`config.mk`:
```
export PLATFORM = sky130hd
export DESIGN_NAME = slcan_ascii_frame_parser_top
export DESIGN_NICKNAME = d
export VERILOG_FILES = /design/src/rtl/slcan_pkg.sv /design/src/rtl/slcan_parse.sv /design/src/rtl/slcan_out_buf.sv /design/src/rtl/slcan_ascii_frame_parser_top.sv
export SDC_FILE = /design/constraint.sdc
export NUM_CORES = 1
export LEC_CHECK = 0
export ABC_AREA = 0
export BUFFER_PORTS_ARGS = -buffer_cell sky130_fd_sc_hd__buf_2
export CORE_ASPECT_RATIO = 1.2
export CORE_UTILIZATION = 64
export CTS_CLUSTER_SIZE = 28
export DETAILED_ROUTE_END_ITERATION = 6
export GPL_TIMING_DRIVEN = 0
export MAX_ROUTING_LAYER = met4
export PLACE_DENSITY_LB_ADDON = 0.1
export SLEW_MARGIN = 15
export SYNTH_ARGS = -nofsm -noshare
export SYNTH_HDL_FRONTEND = slang
export SYNTH_SLANG_ARGS = --single-unit
```
`constraint.sdc`:
```
create_clock -name clk -period 19.15 [get_ports clk]
set_input_delay 1.915 -clock clk [delete_from_list [all_inputs] [get_ports clk]]
set_output_delay 1.915 -clock clk [all_outputs]
set_load 0.01 [all_outputs]
```
`src/rtl/slcan_pkg.sv`:
```
// ----------------------------------------------------------------------------
// slcan_pkg
// Shared types, character codes and the hex digit decoder for the slcan
// ascii receive-command parser.
// ----------------------------------------------------------------------------
package slcan_pkg;

  // command letters and digit bounds
  localparam logic [7:0] CH_STD_DATA = 8'h74;  // 't'
  localparam logic [7:0] CH_STD_RTR  = 8'h72;  // 'r'
  localparam logic [7:0] CH_EXT_DATA = 8'h54;  // 'T'
  localparam logic [7:0] CH_EXT_RTR  = 8'h52;  // 'R'
  localparam logic [7:0] CH_ZERO     = 8'h30;  // '0'
  localparam logic [7:0] CH_NINE     = 8'h39;  // '9'
  localparam logic [7:0] CH_EIGHT    = 8'h38;  // '8'
  localparam logic [7:0] CH_LA       = 8'h61;  // 'a'
  localparam logic [7:0] CH_LF       = 8'h66;  // 'f'
  localparam logic [7:0] CH_UA       = 8'h41;  // 'A'
  localparam logic [7:0] CH_UF       = 8'h46;  // 'F'

  // line geometry
  localparam logic [4:0] POS_MAX     = 5'd31;
  localparam logic [4:0] STD_ID_LEN  = 5'd3;
  localparam logic [4:0] EXT_ID_LEN  = 5'd8;

  // output stream width: 100 payload bits padded to whole bytes
  localparam int OUT_BITS  = 32 + 4 + 64;
  localparam int OUT_BYTES = (OUT_BITS + 7) / 8;
  localparam int OUT_TDATA_W = OUT_BYTES * 8;

  typedef struct packed {
    logic       ok;
    logic [3:0] val;
  } hex_t;

  typedef struct packed {
    logic [31:0] frame_id_word;
    logic [3:0]  length;
    logic [63:0] payload;
  } frame_t;

  // ascii hex digit to nibble, ok low for any other byte
  function automatic hex_t hex_decode(input logic [7:0] c);
    hex_t h;
    logic [7:0] d;
    h = '0;
    d = '0;
    if (c >= CH_ZERO && c <= CH_NINE) begin
      d = c - CH_ZERO;
      h.ok = 1'b1;
    end else if (c >= CH_LA && c <= CH_LF) begin
      d = c - CH_LA + 8'd10;
      h.ok = 1'b1;
    end else if (c >= CH_UA && c <= CH_UF) begin
      d = c - CH_UA + 8'd10;
      h.ok = 1'b1;
    end
    h.val = d[3:0];
    return h;
  endfunction

endpackage

```
`src/rtl/slcan_parse.sv`:
```
// ----------------------------------------------------------------------------
// slcan_parse
// Per-character line state: command letter, identifier, length digit and
// data nibbles; flags a decoded frame on the end-of-line transaction.
// ----------------------------------------------------------------------------
module slcan_parse (
  input  logic                 clk,
  input  logic                 rst_n,
  input  logic                 fire,
  input  logic [7:0]           character,
  input  logic                 end_of_line,
  output logic                 res_valid,
  output slcan_pkg::frame_t    res_frame
);

  logic [4:0]  pos_r, pos_nxt;
  logic        ext_r, ext_nxt;
  logic        rtr_r, rtr_nxt;
  logic [31:0] id_r, id_nxt;
  logic [3:0]  len_r, len_nxt;
  logic [63:0] data_r, data_nxt;
  logic        err_r, err_nxt;

  logic [4:0]     id_len;
  logic [4:0]     k;
  logic [3:0]     nib_idx;
  logic [4:0]     need;
  slcan_pkg::hex_t hex;

  assign id_len  = ext_r ? slcan_pkg::EXT_ID_LEN : slcan_pkg::STD_ID_LEN;
  assign hex     = slcan_pkg::hex_decode(character);
  assign k       = pos_r - id_len - 5'd2;
  // high nibble of each byte comes first
  assign nib_idx = {k[3:1], ~k[0]};
  assign need    = id_len + 5'd2 + (rtr_r ? 5'd0 : {len_r, 1'b0});

  // next line state
  always_comb begin
    pos_nxt  = pos_r;
    ext_nxt  = ext_r;
    rtr_nxt  = rtr_r;
    id_nxt   = id_r;
    len_nxt  = len_r;
    data_nxt = data_r;
    err_nxt  = err_r;
    if (fire) begin
      if (end_of_line) begin
        pos_nxt  = '0;
        ext_nxt  = 1'b0;
        rtr_nxt  = 1'b0;
        id_nxt   = '0;
        len_nxt  = '0;
        data_nxt = '0;
        err_nxt  = 1'b0;
      end else begin
        if (pos_r < slcan_pkg::POS_MAX) begin
          pos_nxt = pos_r + 5'd1;
        end
        if (!err_r) begin
          if (pos_r == 5'd0) begin
            case (character)
              slcan_pkg::CH_STD_DATA: begin
                ext_nxt = 1'b0;
                rtr_nxt = 1'b0;
              end
              slcan_pkg::CH_STD_RTR: begin
                ext_nxt = 1'b0;
                rtr_nxt = 1'b1;
              end
              slcan_pkg::CH_EXT_DATA: begin
                ext_nxt = 1'b1;
                rtr_nxt = 1'b0;
              end
              slcan_pkg::CH_EXT_RTR: begin
                ext_nxt = 1'b1;
                rtr_nxt = 1'b1;
              end
              default: err_nxt = 1'b1;
            endcase
          end else if (pos_r <= id_len) begin
            if (hex.ok) begin
              id_nxt = {id_r[27:0], hex.val};
            end else begin
              err_nxt = 1'b1;
            end
          end else if (pos_r == id_len + 5'd1) begin
            if (character >= slcan_pkg::CH_ZERO && character <= slcan_pkg::CH_EIGHT) begin
              len_nxt = character[3:0];
            end else begin
              err_nxt = 1'b1;
            end
          end else if (!rtr_r && k < {len_r, 1'b0}) begin
            if (hex.ok) begin
              for (int i = 0; i < 16; i++) begin
                if (nib_idx == 4'(i)) begin
                  data_nxt[i*4 +: 4] = data_r[i*4 +: 4] | hex.val;
                end
              end
            end else begin
              err_nxt = 1'b1;
            end
          end
        end
      end
    end
  end

  // line state registers
  always_ff @(posedge clk) begin
    if (!rst_n) begin
      pos_r  <= '0;
      ext_r  <= 1'b0;
      rtr_r  <= 1'b0;
      id_r   <= '0;
      len_r  <= '0;
      data_r <= '0;
      err_r  <= 1'b0;
    end else begin
      pos_r  <= pos_nxt;
      ext_r  <= ext_nxt;
      rtr_r  <= rtr_nxt;
      id_r   <= id_nxt;
      len_r  <= len_nxt;
      data_r <= data_nxt;
      err_r  <= err_nxt;
    end
  end

  // frame out on a well-formed end of line
  assign res_valid = fire && end_of_line && !err_r && (pos_r != 5'd0) && (pos_r >= need);
  assign res_frame.frame_id_word = id_r | {ext_r, rtr_r, 30'd0};
  assign res_frame.length        = len_r;
  assign res_frame.payload       = rtr_r ? 64'd0 : data_r;

  // any end of line starts a fresh line
  a_eol_clears: assert property (@(posedge clk) disable iff (!rst_n)
    fire && end_of_line |=> pos_r == 5'd0 && !err_r && data_r == 64'd0)
    else $error("line state not cleared after end of line");

  // an error can only be raised by a character already counted
  a_err_has_pos: assert property (@(posedge clk) disable iff (!rst_n)
    err_r |-> pos_r != 5'd0)
    else $error("line error with empty line");

  // length digit never exceeds eight
  a_len_range: assert property (@(posedge clk) disable iff (!rst_n)
    len_r <= 4'd8)
    else $error("length out of range");

endmodule

```
`src/rtl/slcan_out_buf.sv`:
```
// ----------------------------------------------------------------------------
// slcan_out_buf
// Output register with a skid stage so the input side keeps flowing while a
// decoded frame waits for the consumer.
// ----------------------------------------------------------------------------
module slcan_out_buf (
  input  logic               clk,
  input  logic               rst_n,
  input  logic               push,
  input  slcan_pkg::frame_t  push_frame,
  output logic               space,
  output logic               out_valid,
  input  logic               out_ready,
  output slcan_pkg::frame_t  out_frame
);

  logic              out_valid_r, out_valid_nxt;
  logic              skid_valid_r, skid_valid_nxt;
  slcan_pkg::frame_t out_frame_r, out_frame_nxt;
  slcan_pkg::frame_t skid_frame_r, skid_frame_nxt;
  logic              pop;

  assign pop = out_valid_r && out_ready;

  // move skid up, or load a new frame
  always_comb begin
    out_valid_nxt  = out_valid_r;
    out_frame_nxt  = out_frame_r;
    skid_valid_nxt = skid_valid_r;
    skid_frame_nxt = skid_frame_r;
    if (!out_valid_r || pop) begin
      if (skid_valid_r) begin
        out_valid_nxt  = 1'b1;
        out_frame_nxt  = skid_frame_r;
        skid_valid_nxt = push;
        skid_frame_nxt = push_frame;
      end else begin
        out_valid_nxt = push;
        out_frame_nxt = push_frame;
      end
    end else if (push) begin
      skid_valid_nxt = 1'b1;
      skid_frame_nxt = push_frame;
    end
  end

  always_ff @(posedge clk) begin
    if (!rst_n) begin
      out_valid_r  <= 1'b0;
      skid_valid_r <= 1'b0;
    end else begin
      out_valid_r  <= out_valid_nxt;
      skid_valid_r <= skid_valid_nxt;
    end
  end

  always_ff @(posedge clk) begin
    out_frame_r  <= out_frame_nxt;
    skid_frame_r <= skid_frame_nxt;
  end

  assign space     = !skid_valid_r;
  assign out_valid = out_valid_r;
  assign out_frame = out_frame_r;

  // skid only fills behind a held output
  a_skid_behind_out: assert property (@(posedge clk) disable iff (!rst_n)
    skid_valid_r |-> out_valid_r)
    else $error("skid holds a frame while output is empty");

  // no frame arrives while the skid is occupied
  a_no_overrun: assert property (@(posedge clk) disable iff (!rst_n)
    push |-> !skid_valid_r)
    else $error("frame pushed into full buffer");

  // a taken output is refilled from the skid
  a_skid_moves_up: assert property (@(posedge clk) disable iff (!rst_n)
    skid_valid_r && out_ready |=> out_valid_r && out_frame_r == $past(skid_frame_r))
    else $error("skid frame lost");

endmodule

```
`src/rtl/slcan_ascii_frame_parser_top.sv`:
```
// ----------------------------------------------------------------------------
// slcan_ascii_frame_parser_top
// Slcan ascii receive-command parser with stream interfaces.
// ----------------------------------------------------------------------------
// One ascii character per input transaction; in_tlast ends the command line
// and its character is ignored. Commands t/r (11-bit id, three hex digits)
// and T/R (29-bit id, eight hex digits) are followed by a length digit 0..8
// and, for data frames, two hex digits per byte, high nibble first. On a
// well-formed end of line one frame is registered into the output stage, or
// into its skid stage while that holds a frame; malformed or short lines
// give nothing. Characters flow while in_tready is high, and in_tready drops
// only while both the output register and its skid stage hold frames.
module slcan_ascii_frame_parser_top (
  input  logic                               clk,
  input  logic                               rst_n,
  input  logic                               in_tvalid,
  output logic                               in_tready,
  input  logic [7:0]                         in_tdata,   // [7:0] character
  input  logic                               in_tlast,   // end_of_line
  output logic                               out_tvalid,
  input  logic                               out_tready,
  // [31:0] frame_id_word, [35:32] length, [99:36] payload, rest zero
  output logic [slcan_pkg::OUT_TDATA_W-1:0]  out_tdata
);

  logic              fire;
  logic              res_valid;
  slcan_pkg::frame_t res_frame;
  slcan_pkg::frame_t out_frame;

  assign fire = in_tvalid && in_tready;

  slcan_parse u_parse (
    .clk         (clk),
    .rst_n       (rst_n),
    .fire        (fire),
    .character   (in_tdata),
    .end_of_line (in_tlast),
    .res_valid   (res_valid),
    .res_frame   (res_frame)
  );

  slcan_out_buf u_out_buf (
    .clk        (clk),
    .rst_n      (rst_n),
    .push       (res_valid),
    .push_frame (res_frame),
    .space      (in_tready),
    .out_valid  (out_tvalid),
    .out_ready  (out_tready),
    .out_frame  (out_frame)
  );

  // pack fields, first field lowest
  assign out_tdata = {{(slcan_pkg::OUT_TDATA_W - slcan_pkg::OUT_BITS){1'b0}},
                      out_frame.payload, out_frame.length, out_frame.frame_id_word};

endmodule
```
# Word-level counts from Yosys, hierarchy flattened
# Cells that the tools add are included.
# word_totals
wordCells,237
ff_bits,310
in_bits,13
# classes
addsub,11
n_eq_ne,25
mux,70
reduce_logical,72
n_lt_le_gt_ge,11
bitwise_logic,18
# op_table
operator,n
$mux W64,8
$mux W100,4
$mux W32,5
$reduce_and A8 Y1,16
$mux W4,26
$or A4 B4 Y4,16
$reduce_bool A2 Y1,24
$eq A4 B4 Y1 const B,8
$eq A8 B7 Y1 const B,4
$or A32 B32 Y32,1
$mux W1,22
$eq A4 B3 Y1 const B,4
$ge A8 B7 Y1 const B,2
$le A8 B6 Y1 const B,2
$le A8 B7 Y1 const B,2
$mux W5,3
$sub A4 B1 Y4 const B,3
$logic_and A1 B1 Y1,11
$add A5 B1 Y5 const B,2
$add A4 B4 Y4 const B,2
$eq A4 B2 Y1 const B,2
$ge A8 B6 Y1 const B,1
$ne A2 B2 Y1 const B,4
$reduce_and A4 Y1,2
24 further kinds,33

# Depth between registers and ports, before layout
# Gate-level depths: netlist (run 1).
# logic_depth
word_depth,14
ltp_mapped,13

# By module
# Synthesis (run 1) repeated with hierarchy kept, for this count alone.
# hier_totals
hier_cells,965
area_unflattened_um2,12655.9
# modules_own_cells
module,instances,area_per_inst_um2,seq_area_each_um2,cells_each
slcan_out_buf,1,7317.0,6045.8,321
slcan_parse,1,5298.8,2162.1,638
slcan_ascii_frame_parser_top,1,40.0,0.0,6

# Least setup slack after synthesis (run 1)
# OpenSTA, ideal clock, no wires.
# synth_timing
kind,in2reg
from,input out_tready
to,"register u_out_buf.skid_frame_r[0] (netlist name), enable pin"
setup_ns,0.594
path_slack_ns,11.354
arrival_ns,7.202
path_buffers,0
cell_stages,3
path_cell_list,nor2b_1 nand4_1 o22ai_1
# synth_between
elab_chain_cells,4
word_cells_on_any_way,5
cone_classes,eq/ne: 1; reduce/logical: 4
# synth_rtl
element,line,source
start: declaration,slcan_ascii_frame_parser_top.sv:21,"input logic out_tready,"
$logic_and A1 B1 Y1 *,slcan_out_buf.sv:23,assign pop = out_valid_r && out_ready;
$logic_or A1 B1 Y1 *,slcan_out_buf.sv:31,if (!out_valid_r || pop) begin
$ne A2 B1 Y1 (no line) or $reduce_bool A2 Y1 (tied branches),n/a,
$reduce_and A2 Y1 (no line) *,n/a,
end signal: assignment,slcan_out_buf.sv:59,skid_frame_r <= skid_frame_nxt;
end: declaration,slcan_out_buf.sv:20,"slcan_pkg::frame_t skid_frame_r, skid_frame_nxt;"
# Every way passes the cells marked *; elsewhere a longest branch is shown, timed or not.
# A chain may end at the register's enable or synchronous reset.

# Worst setup path after layout (run 1)
# layout_timing
from,register u_out_buf.skid_valid_r
to,output in_tready
# layout_between
elab_chain_cells,1
# layout_rtl
element,line,source
start: declaration,slcan_out_buf.sv:18,"logic skid_valid_r, skid_valid_nxt;"
start signal: assignment,slcan_out_buf.sv:53,skid_valid_r <= skid_valid_nxt;
$logic_not A1 Y1,slcan_out_buf.sv:62,assign space = !skid_valid_r;
end: declaration,slcan_ascii_frame_parser_top.sv:17,"output logic in_tready,"
# No other way between the ends.

==> results.md, run 1 <==
* Initial antenna violation count at 0
* GP Congestion at a little under 0.9
* Final HPWL from detailed placement at ~18000 um
* Synth area leaders: edfxtp_1 (47%), dfxtp_1 (17%), mux2_2 (8.6%)
* # H-tree levels at 1
* Seq/Total Area, Yosys at between 60% and 70%
* P_sw at 0.262 mW
* Total Nets Final at between 1000 and 1500
* FP Rows at 56
* Netlist cell types at 60
* Max-Cap Viols at 0
* Layout cells sized above 1 at between 20% and 30%
* Die width at about 130 um
* Slew HR at a little under half
* Tcrit/Tclk final at approximately a quarter
* Num ports at approximately 120
* Multi-input logic area at 4180 um2
* CORE AREA at ~19000 um2
* DIE AREA at between 20000 and 25000 um2
* Starting Density at roughly 65%
* Class of the most critical setup path: reg -> out
* GRT overflow at 0
* # Post-CTS Setup Buffers at 0
* Critical Path Source Type: flip-flop
* Net Sw Frac at between 20% and 30%
* Sequential Power Share at between 50 and 60%
* Place WS at around 15 ns
* Min Tclk post-route at about 4.6 ns
* Combinational share of power at 2.8%
* Routed Wire Length at 26100 um
* CTS Buf Count at 29
* Max FO, Critical Path at 10
* Unrepaired setup endpoints after global routing: false
* Post-Syn Instances at roughly 930
* Drt first-iter violations at about 490
* Yosys top cell by area: edfxtp_1
* Grt met1 use at 33.4%
* Part of the power in the clock network at a little over two fifths
* Clk slew on worst S/H paths at 0.06 ns
* Pin count of the biggest net entering global routing at 53
* CP arrival at 2.71 ns
* Final Core Density at 75.4%
* Clock Path Buffers at 3
* Total power at approximately 1.3 mW
* Met3 Use GR at around 4.0%
* Yosys top cell area share at approximately 47%
* Vias/cell at 5.67
* Global Route Usage Sum at between 20% and 30%
* Fmax at 216 MHz
* Global-route wire length before repair at 41000 um
* Port Buf Inserts at approximately 110
* Pleak at 5.98 nW
* Max incr delay on CP at between 0.6 and 0.7 ns
* Drt wl/cell at approximately 19 um
* Power per standard cell area at between 80 and 90 nW/um2
* Num Clock Sinks at 310
* DRC violation count after routing at 0
* Final Hold Viols at 0
* CTS tree: done
* Actual slew at the worst max-slew pin at roughly 0.80 ns
* Vias in the first global route at about 7600
* Register Area at 8210 um2
* Maximum vdd drop at 80.7 uV
* HP Class: reg -> reg
* Setup TNS at 0 ns
* P&R area growth vs syn at 15.7%
* Mapped Area at about 13000 um2
* Crit path top cell by count: clkbuf_1
* Critical path's slowest cell: clkbuf_1
* N_diodes at 0
* Post-CTS Hold Fix Bufs at 0
* Busiest layer in global routing: met2
* Crit path cell chain: clkbuf_1 -> clkinv_1 -> clkbuf_1 -> buf_1 -> buf_2
* PnR worst setup slack at roughly 15 ns
* Ys flop type: edfxtp_1
* Flops & latches, synth at 310
* Slew Viols, Final at 0
* CTS root buffer: clkbuf_16
* Critical Path RT at 17.24 ns
* Mapped Avg Cell Area at 13.7 um2
* Status: complete, no violations
* Post-synth EDFFs at 200
* Die height at 156 um
* Endpoints failing setup at 0
* Int Pwr at about 1.0 mW
* Drt first pass iters at 5
* Post-CTS sizing at 0
* Filler cell count at roughly 1300
* GR Util met2 at around 45%
* Vias post-DR at slightly below 8000
* Crit end category: output pin
* Skew final at roughly 0.015 ns
* Post-synth ARST share at 0%
* Synth warn at 0
* Detail Route Antenna Nets at 0
* Clk_lat worst skew at between 0.5 and 0.6 ns
==> critical path, delay by kind of cell (launching register included) <==
family | cells | cell delay, ns
buffers and inverters | 5 | 1.88
DFF | 1 | 0.30
==> cells by family (layout without fill, tap and decap cells) <==
family / Yosys count / after routing / share of synthesized area, %
flops: 310 / 310 / 64.7
simple gates: 243 / 243 / 10.7
mux: 131 / 131 / 11.3
compound gates: 129 / 129 / 7.51
buf+inv: 77 / 248 / 2.64
fa+ha+maj: 25 / 25 / 2.52
xor+xnor: 9 / 9 / 0.621
other cells: 1 / 4 / 0.0295
==> cells in the final DEF (no fill, tap or decap), types with 6 or more instances in the layout <==
cell type  instances
nand2_1           64
a22o_1            45
nor2b_1           72
ha_1              24
o21ai_0           20
mux2i_1           34
buf_4              7
dfxtp_1          110
a21oi_1           24
nand3b_1          28
o21ai_2           10
nor2_1            29
buf_2            116
buf_16             6
inv_1             18
edfxtp_1         200
clkbuf_1          55
nand2b_1          10
clkbuf_16         30
mux2_2            97
nand3_1            9
==> flip-flops by register name, indices dropped and copies added (netlist names) <==
signal and cells:
u_out_buf.out_frame 100, u_out_buf.out_valid 1, u_out_buf.skid_frame_r 100, u_out_buf.skid_valid_r 1, u_parse.data_r 64, u_parse.err_r 1, u_parse.ext_r 1, u_parse.id_r 32
u_parse.len_r 4, u_parse.pos_r 5, u_parse.rtr_r 1
==> layout make-up <==
| cell class | count | area share, % |
|---|---|---|
| Inverter | 20 | 0.528 |
| Sequential cell | 310 | 55.9 |
| Clock inverter | 5 | 0.358 |
| Multi-Input combinational cell | 541 | 28.4 |
| Timing Repair Buffer | 118 | 4.94 |
| Clock buffer | 48 | 5.84 |
| Buffer | 57 | 1.77 |
| Tap cell | 261 | 2.22 |
==> stage by stage <==
step                      instance area [um2]  std cells  hold WS [ns]
after floorplan                         12700        928         0.417
after global placement                  13600       1301         0.429
after detailed placement                13800       1307         0.440
after CTS                               14700       1360         0.455
after global routing                    14700       1360         0.483
final                                   14700       1360         0.459
==> cells in the mapped netlist, types with 3 or more instances <==
cell and n:
inv_1 19, buf_4 7, mux2i_1 34, ha_1 24
a21oi_1 24, nand2b_1 10, mux2_2 97, edfxtp_1 200
nand3b_1 28, buf_1 3, o21ai_2 10, a22o_1 45
xnor2_1 5, nand2_1 64, buf_2 4, nor2_1 29
clkbuf_1 41, a21o_1 4, nand4_1 5, o21a_1 4
nor3b_1 5, dfxtp_1 110, a32o_1 4, nor2b_1 72
nand3_1 9, o21ai_0 20, and2_1 3, xor2_1 4
==> worst paths after layout <==
kind | startpoint | depth (start not counted) | slack [ns] | endpoint
setup / recovery | u_out_buf.skid_valid_r | 5 | 14.53 | in_tready
hold / removal | u_parse.data_r[51] | 2 | 0.46 | u_parse.data_r[51]
setup reg to reg | u_parse.ext_r | 12 | 15.13 | u_parse.data_r[41]
hold reg to reg | u_parse.data_r[51] | 2 | 0.46 | u_parse.data_r[51]
==> layer usage <==
layer | vias up | part of all wire (%)
li1 | 3683 | -
met1 | 3770 | 42
met2 | 202 | 51
met3 | 57 | 4.5
met4 | 0 | 3.1
met5 | - | 0
==> power by group through the flow <==
stage / Clock, mW / Combinational (mW) / Sequential, mW
3_3_place_gp: 0 / 0.0353 / 0.719
2_1_floorplan: 0 / 0.0252 / 0.718
6_report: 0.554 / 0.0366 / 0.704
5_1_grt: 0.587 / 0.0397 / 0.704
4_1_cts: 0.562 / 0.0362 / 0.704
3_5_place_dp: 0 / 0.0358 / 0.719
Note: power is estimated with default switching activity, not from simulation.
==> run 2: changes to the inputs <==
--- a/config.mk
+++ b/config.mk
@@ -8,7 +8,7 @@
 export ABC_AREA = 0
 export BUFFER_PORTS_ARGS = -buffer_cell sky130_fd_sc_hd__buf_2
 export CORE_ASPECT_RATIO = 1.2
-export CORE_UTILIZATION = 64
+export CORE_UTILIZATION = 53
 export CTS_CLUSTER_SIZE = 28
 export DETAILED_ROUTE_END_ITERATION = 6
 export GPL_TIMING_DRIVEN = 0
==> constraint.sdc (replaced) <==
create_clock -name clk -period 3.7 [get_ports clk]
set_input_delay 0.37 -clock clk [delete_from_list [all_inputs] [get_ports clk]]
set_output_delay 0.37 -clock clk [all_outputs]
set_load 0.01 [all_outputs]
==> results.md, run 2 (synthesis gave the netlist of run 1 again) <==
* Unrepaired setup endpoints after global routing: false
* Global-route wire length before repair at 40300 um (-1.6%)
* Class of the most critical setup path: reg -> reg
* CTS root buffer: clkbuf_16
* Grt met1 use at 28.5% (-5.0 points)
* Critical Path RT at 4.17 ns (-13.07 ns)
* Clk_lat worst skew at 0.55 ns (about the same)
* Max-Cap Viols at 0 (unchanged)
* Maximum vdd drop at 479 uV (+490%)
* N_diodes at 0 (unchanged)
* WHS Path Cells at 2 (unchanged)
* Pleak at 6.07 nW (+1.6%)
* Final HPWL from detailed placement at 17700 um (about the same)
* FP Rows at 61 (+8.9%)
* Worst Hold Launch: in_tdata[0]
* Reg2reg path depth at 12 (unchanged)
* DRC violation count after routing at 0 (unchanged)
* Min Tclk post-route at about 3.5 ns
* Num Clock Sinks at 310 (unchanged)
* HP Class: in -> reg
* Crit end category: flip-flop
* Crit path cell chain: inv_1 -> ha_1 -> inv_1 -> ha_1 -> fa_1 -> xor2_2 -> ha_1 -> o21a_1 -> a21o_1 -> or4_4 -> buf_6 -> o21ai_2
* Reg-to-reg endpoint: u_parse.data_r[59]
* Detail Route Antenna Nets at 0 (unchanged)
* Fmax at approximately 290 MHz
* Delay-heaviest family, CP: adder cells
* Part of the power in the clock network at 44.3% (+1.5 points)
* Global Route Usage Sum at 22.2% (-4.8 points)
* Critical path buffers and inverters at 3 (-2)
* Hold Path Sink: u_parse.len_r[0]
* Sequential Power Share at 52.9% (-1.5 points)
* CP arrival at 3.95 ns (+1.24 ns)
* Critical path's slowest cell: or4_4
* Worst R2R Start: u_parse.ext_r
* Setup crit start: u_parse.ext_r
* Int Pwr at 5.49 mW (+430%)
* GRT overflow at 0 (unchanged)
* Routed Wire Length at 25900 um (-1.0%)
* CTS tree: done
* P&R area growth vs syn at 17.6%
* Critical Path Source Type: flip-flop
* Layout cells sized above 1 at 27.7% (+1.7 points)
* Setup TNS at 0 ns (unchanged)
* Fin cells at 1418 (+4.3%)
* Vias post-DR at 7684 (-0.36%)
* Num ports at 119 (unchanged)
* Post-CTS Hold Fix Bufs at 0 (unchanged)
* Slew HR at 36.8% (-9.9 points)
* PnR worst setup slack at 0.217 ns (-14.31 ns)
* R2r setup slk at 0.22 ns (-14.91 ns)
* Actual slew at the worst max-slew pin at 0.947 ns (+0.149 ns)
* Total Nets Final at 1118 (+0.27%)
* Port Buf Inserts at 112 (unchanged)
* Tcrit/Tclk final at about 94%
* Clk slew on worst S/H paths at 0.07 ns (about the same)
* Max incr delay on CP at 0.56 ns (-0.08 ns)
* GP Congestion at 0.884 (+1.7%)
* Skew final at 0.0128 ns (-0.00186 ns)
* Drt first-iter violations at 446 (-8.2%)
* Starting Density at 54.4% (-11 points)
* Vias/cell at 5.42 (-4.4%)
* # H-tree levels at 1 (unchanged)
* Slew Viols, Final at 0 (unchanged)
* Drt wl/cell at 18.2 um (-5.1%)
* P_sw at 1.39 mW (+430%)
* Initial antenna violation count at 0 (unchanged)
* Drt first pass iters at 5 (unchanged)
* Die width at 143 um (+9.7%)
* Crit path top cell by count: ha_1
* Busiest layer in global routing: met2
* Max FO, Critical Path at 10 (unchanged)
* DIE AREA at 24600 um2 (+20%)
* CTS Buf Count at 29 (unchanged)
* Place WS at -0.218 ns (-14.97 ns)
* Clock Path Buffers at 3 (unchanged)
* Met3 Use GR at 2.73% (-1.3 points)
* Net Sw Frac at 20.3% (+0.053 points)
* Commonest non-fill, non-tap cells in the layout: edfxtp_1 (200), buf_2 (113), dfxtp_1 (108)
* Die height at 172 um (+9.8%)
* Final Hold Viols at 0 (unchanged)
* Endpoints failing setup at 0 (unchanged)
* Combinational share of power at 2.8% (about the same)
* GR Util met2 at 37.3% (-7.6 points)
* Vias in the first global route at 7300 (-4.4%)
* CORE AREA at 23400 um2 (+20%)
* Power per standard cell area at 461 nW/um2 (+420%)
* Status: complete, no violations
* Placed instance count at 1361 (+4.1%)
* Commonest non-fill, non-tap cell in the layout: edfxtp_1
* Pin count of the biggest net entering global routing at 53 (unchanged)
run 2: changes by cell type in the layout (fill, tap and decap cells not counted), sizes merged:
cell      change
clkbuf       -12
clkinv        +9
bufinv        +4
buf           +2
clkinvlp      +1
run 2: power groups by stage:
stage	Clock [mW]	Sequential, mW	Combinational, mW
floorplan	0	3.72	0.131
global placement	0	3.72	0.186
detailed placement	0	3.72	0.189
CTS	3.10	3.64	0.190
global route	3.22	3.64	0.208
finish	3.05	3.64	0.192
run 2: layout make-up:
| class | instances | area (um2) |
|---|---|---|
| fillers | 1830 | 8420 |
| flip-flops and latches | 310 | 8210 |
| multi-input cells | 541 | 4240 |
| clock buffers | 35 | 748 |
| repair buffers | 122 | 748 |
| well taps | 315 | 394 |
| plain buffers | 56 | 284 |
| clock inverters | 19 | 225 |
| inverters | 20 | 77.6 |
run 2: timing repair:
action,4_1_cts,5_1_grt
pin swaps,0,2
setup endpoints to repair,40,57
setup buffers,0,4
gates resized for setup,4,5
run 2: per-stage QoR:
step	utilization [%]	hold WS, ns	area [um2]	power (mW)
after floorplan	-	0.417	12800	3.85
after global placement	58.8	0.429	13700	3.91
after detailed placement	59.5	0.433	13900	3.91
after CTS	63.8	0.122	14900	6.94
after global routing	63.9	0.170	14900	7.07
final	63.9	0.137	14900	6.89
run 2: how the worst max path moves through the flow:
stage / to / cells past startpoint
2_1_floorplan: u_out_buf.skid_frame_r[0] / 13
3_3_place_gp: u_out_buf.skid_frame_r[36] / 6
3_5_place_dp: u_parse.data_r[20] / 12
4_1_cts: u_parse.data_r[48] / 12
5_1_grt: u_parse.data_r[59] / 12
6_report: u_parse.data_r[59] / 12
run 2: per-layer routing:
layer / vias to the layer above / wire length, um
li1: 3704 / -
met1: 3710 / 11500
met2: 227 / 12600
met3: 43 / 1160
met4: 0 / 571
met5: - / 0
==> run 3: changes to the inputs <==
--- a/config.mk
+++ b/config.mk
@@ -8,11 +8,10 @@
 export ABC_AREA = 0
 export BUFFER_PORTS_ARGS = -buffer_cell sky130_fd_sc_hd__buf_2
 export CORE_ASPECT_RATIO = 1.2
-export CORE_UTILIZATION = 53
+export CORE_UTILIZATION = 59
 export CTS_CLUSTER_SIZE = 28
 export DETAILED_ROUTE_END_ITERATION = 6
 export GPL_TIMING_DRIVEN = 0
-export MAX_ROUTING_LAYER = met4
 export PLACE_DENSITY_LB_ADDON = 0.1
 export SLEW_MARGIN = 15
 export SYNTH_ARGS = -nofsm -noshare
==> constraint.sdc (replaced) <==
create_clock -name clk -period 3.92 [get_ports clk]
set_input_delay 0.392 -clock clk [delete_from_list [all_inputs] [get_ports clk]]
set_output_delay 0.392 -clock clk [all_outputs]
set_load 0.01 [all_outputs]
==> results.md, run 3 (synthesis gave the netlist of run 1 again) <==
* Status: complete, no violations
* Max FO, Critical Path at 10 (unchanged)
* Setup TNS at 0 ns (unchanged)
* DRC violation count after routing at 0 (unchanged)
* Maximum vdd drop at 421 uV (-12%)
* Starting Density at 60.3% (+6.0 points)
* Critical Path RT at 4.39 ns (+0.22 ns)
* Final Core Density at 70.7% (+6.7 points)
* Layout cells sized above 1 at 27.5% (-0.17 points)
* Post-CTS Hold Fix Bufs at 0 (unchanged)
* Crit end category: flip-flop
* Crit path top cell by count: ha_1
* Drt first-iter violations at 516 (+16%)
* Unrepaired setup endpoints after global routing: false
* Skew final at 0.0110 ns (-0.00182 ns)
* Die height at 163 um (-5.2%)
* Port Buf Inserts at 112 (unchanged)
* Actual slew at the worst max-slew pin at 0.802 ns (-0.146 ns)
* Max incr delay on CP at 0.49 ns (-0.07 ns)
* # Post-CTS Setup Buffers at 0 (unchanged)
* CTS root buffer: clkbuf_16
* Global Route Usage Sum at 24.1% (+1.9 points)
* Critical path buffers and inverters at 3 (unchanged)
* Place WS at -0.0129 ns (+0.205 ns)
* Drt wl/cell at 18.7 um (+2.3%)
* Clk_lat worst skew at 0.53 ns (-0.02 ns)
* Endpoints failing setup at 0 (unchanged)
* # H-tree levels at 1 (unchanged)
* Fmax at 271 MHz (-5.6%)
* Placed instance count at 1316 (-3.3%)
* Total power at 6.54 mW (-5.1%)
* Post-CTS sizing at 0 (-4)
* Slew Viols, Final at 0 (unchanged)
* Critical Path Source Type: flip-flop
* Crit path cell chain: inv_1 -> ha_1 -> inv_1 -> ha_1 -> fa_1 -> xor2_1 -> ha_1 -> o21a_1 -> a21o_1 -> and4bb_2 -> buf_2 -> a22o_1
* Initial antenna violation count at 0 (unchanged)
* Clock Path Buffers at 3 (unchanged)
* Final HPWL from detailed placement at 17500 um (-1.1%)
* Critical path's slowest cell: dfxtp_1
* R2r setup slk at 0.23 ns (about the same)
* Vias/cell at 5.58 (+3.0%)
* HP Class: in -> reg
* Tcrit/Tclk final at 94.2% (about the same)
* CP arrival at 4.17 ns (+0.22 ns)
* Num Clock Sinks at 310 (unchanged)
* Global-route wire length before repair at 41300 um (+2.4%)
* Class of the most critical setup path: reg -> reg
* Slew HR at 46.6% (+9.7 points)
* Delay-heaviest family, CP: adder cells
* N_diodes at 0 (unchanged)
* Commonest non-fill, non-tap cells in the layout: edfxtp_1 (200), buf_2 (116), dfxtp_1 (109)
* Final Hold Viols at 0 (unchanged)
* Total Nets Final at 1115 (-0.27%)
* GRT overflow at 0 (unchanged)
* Drt first pass iters at 5 (unchanged)
* Detail Route Antenna Nets at 0 (unchanged)
* Power per standard cell area at 440 nW/um2 (-4.7%)
* Max-Cap Viols at 0 (unchanged)
* Die width at 136 um (-5.1%)
* CTS Buf Count at 29 (unchanged)
* Num ports at 119 (unchanged)
* FP Rows at 58 (-4.9%)
* Pleak at 6.07 nW (about the same)
* P&R area growth vs syn at 17.1%
* DIE AREA at 22100 um2 (-10%)
* CTS tree: done
* CORE AREA at 21000 um2 (-9.9%)
* Fin cells at 1369 (-3.5%)
* Clk slew on worst S/H paths at 0.07 ns (about the same)
* Routed Wire Length at 25500 um (-1.3%)
* PnR worst setup slack at 0.229 ns (+0.0123 ns)
* GP Congestion at 0.885 (about the same)
* Commonest non-fill, non-tap cell in the layout: edfxtp_1
* Vias post-DR at 7642 (-0.55%)
* Vias in the first global route at 7688 (+5.3%)
* Pin count of the biggest net entering global routing at 59 (+11%)
* Min Tclk post-route at 3.69 ns (+0.208 ns)
==> run 3: per-layer routing <==
layer | vias up | wire length [um] | track usage, %
met3 | 43 | 1120 | 3.64
met5 | - | 0 | 0
li1 | 3693 | - | -
met4 | 0 | 540 | 7.37
met2 | 189 | 12800 | 41.6
met1 | 3717 | 11100 | 31.3
==> run 3: worst reg2reg max path, delay by kind of cell (launching register included) <==
family | cells | cell delay (ns)
flops | 1 | 0.49
compound gates | 3 | 0.65
xor+xnor | 1 | 0.35
buf+inv | 3 | 0.47
simple gates | 1 | 0.45
fa+ha+maj | 4 | 1.23
==> run 3: area by class of cell <==
cell class / count / area (um2)
Timing Repair Buffer: 118 / 726
Inverter: 20 / 77.6
Multi-Input combinational cell: 541 / 4230
Clock buffer: 32 / 767
Clock inverter: 21 / 239
Tap cell: 270 / 338
Fill cell: 1515 / 6170
Sequential cell: 310 / 8210
Buffer: 57 / 280
==> run 3: where the power goes <==
group | switching, mW | total [mW] | internal [mW]
logic | 0.121 | 0.178 | 0.0570
clock network | 1.18 | 2.92 | 1.74
registers | 0.00420 | 3.44 | 3.44
total | 1.31 | 6.54 | 5.23
==> run 3: final timing paths <==
| kind | startpoint | to | depth (start not counted) |
|---|---|---|---|
| worst min register to register | u_parse.data_r[55] | u_parse.data_r[55] | 2 |
| worst max-delay path | u_parse.pos_r[1] | u_parse.data_r[42] | 12 |
| worst max register to register | u_parse.pos_r[1] | u_parse.data_r[42] | 12 |
| worst min-delay path | in_tdata[0] | u_parse.len_r[0] | 2 |
==> run 3: through the flow <==
step,hold WS (ns),cell area [um2]
6_report,0.175,14900
5_1_grt,0.182,14900
4_1_cts,0.162,14900
3_5_place_dp,0.436,13900
3_3_place_gp,0.429,13700
2_1_floorplan,0.417,12800
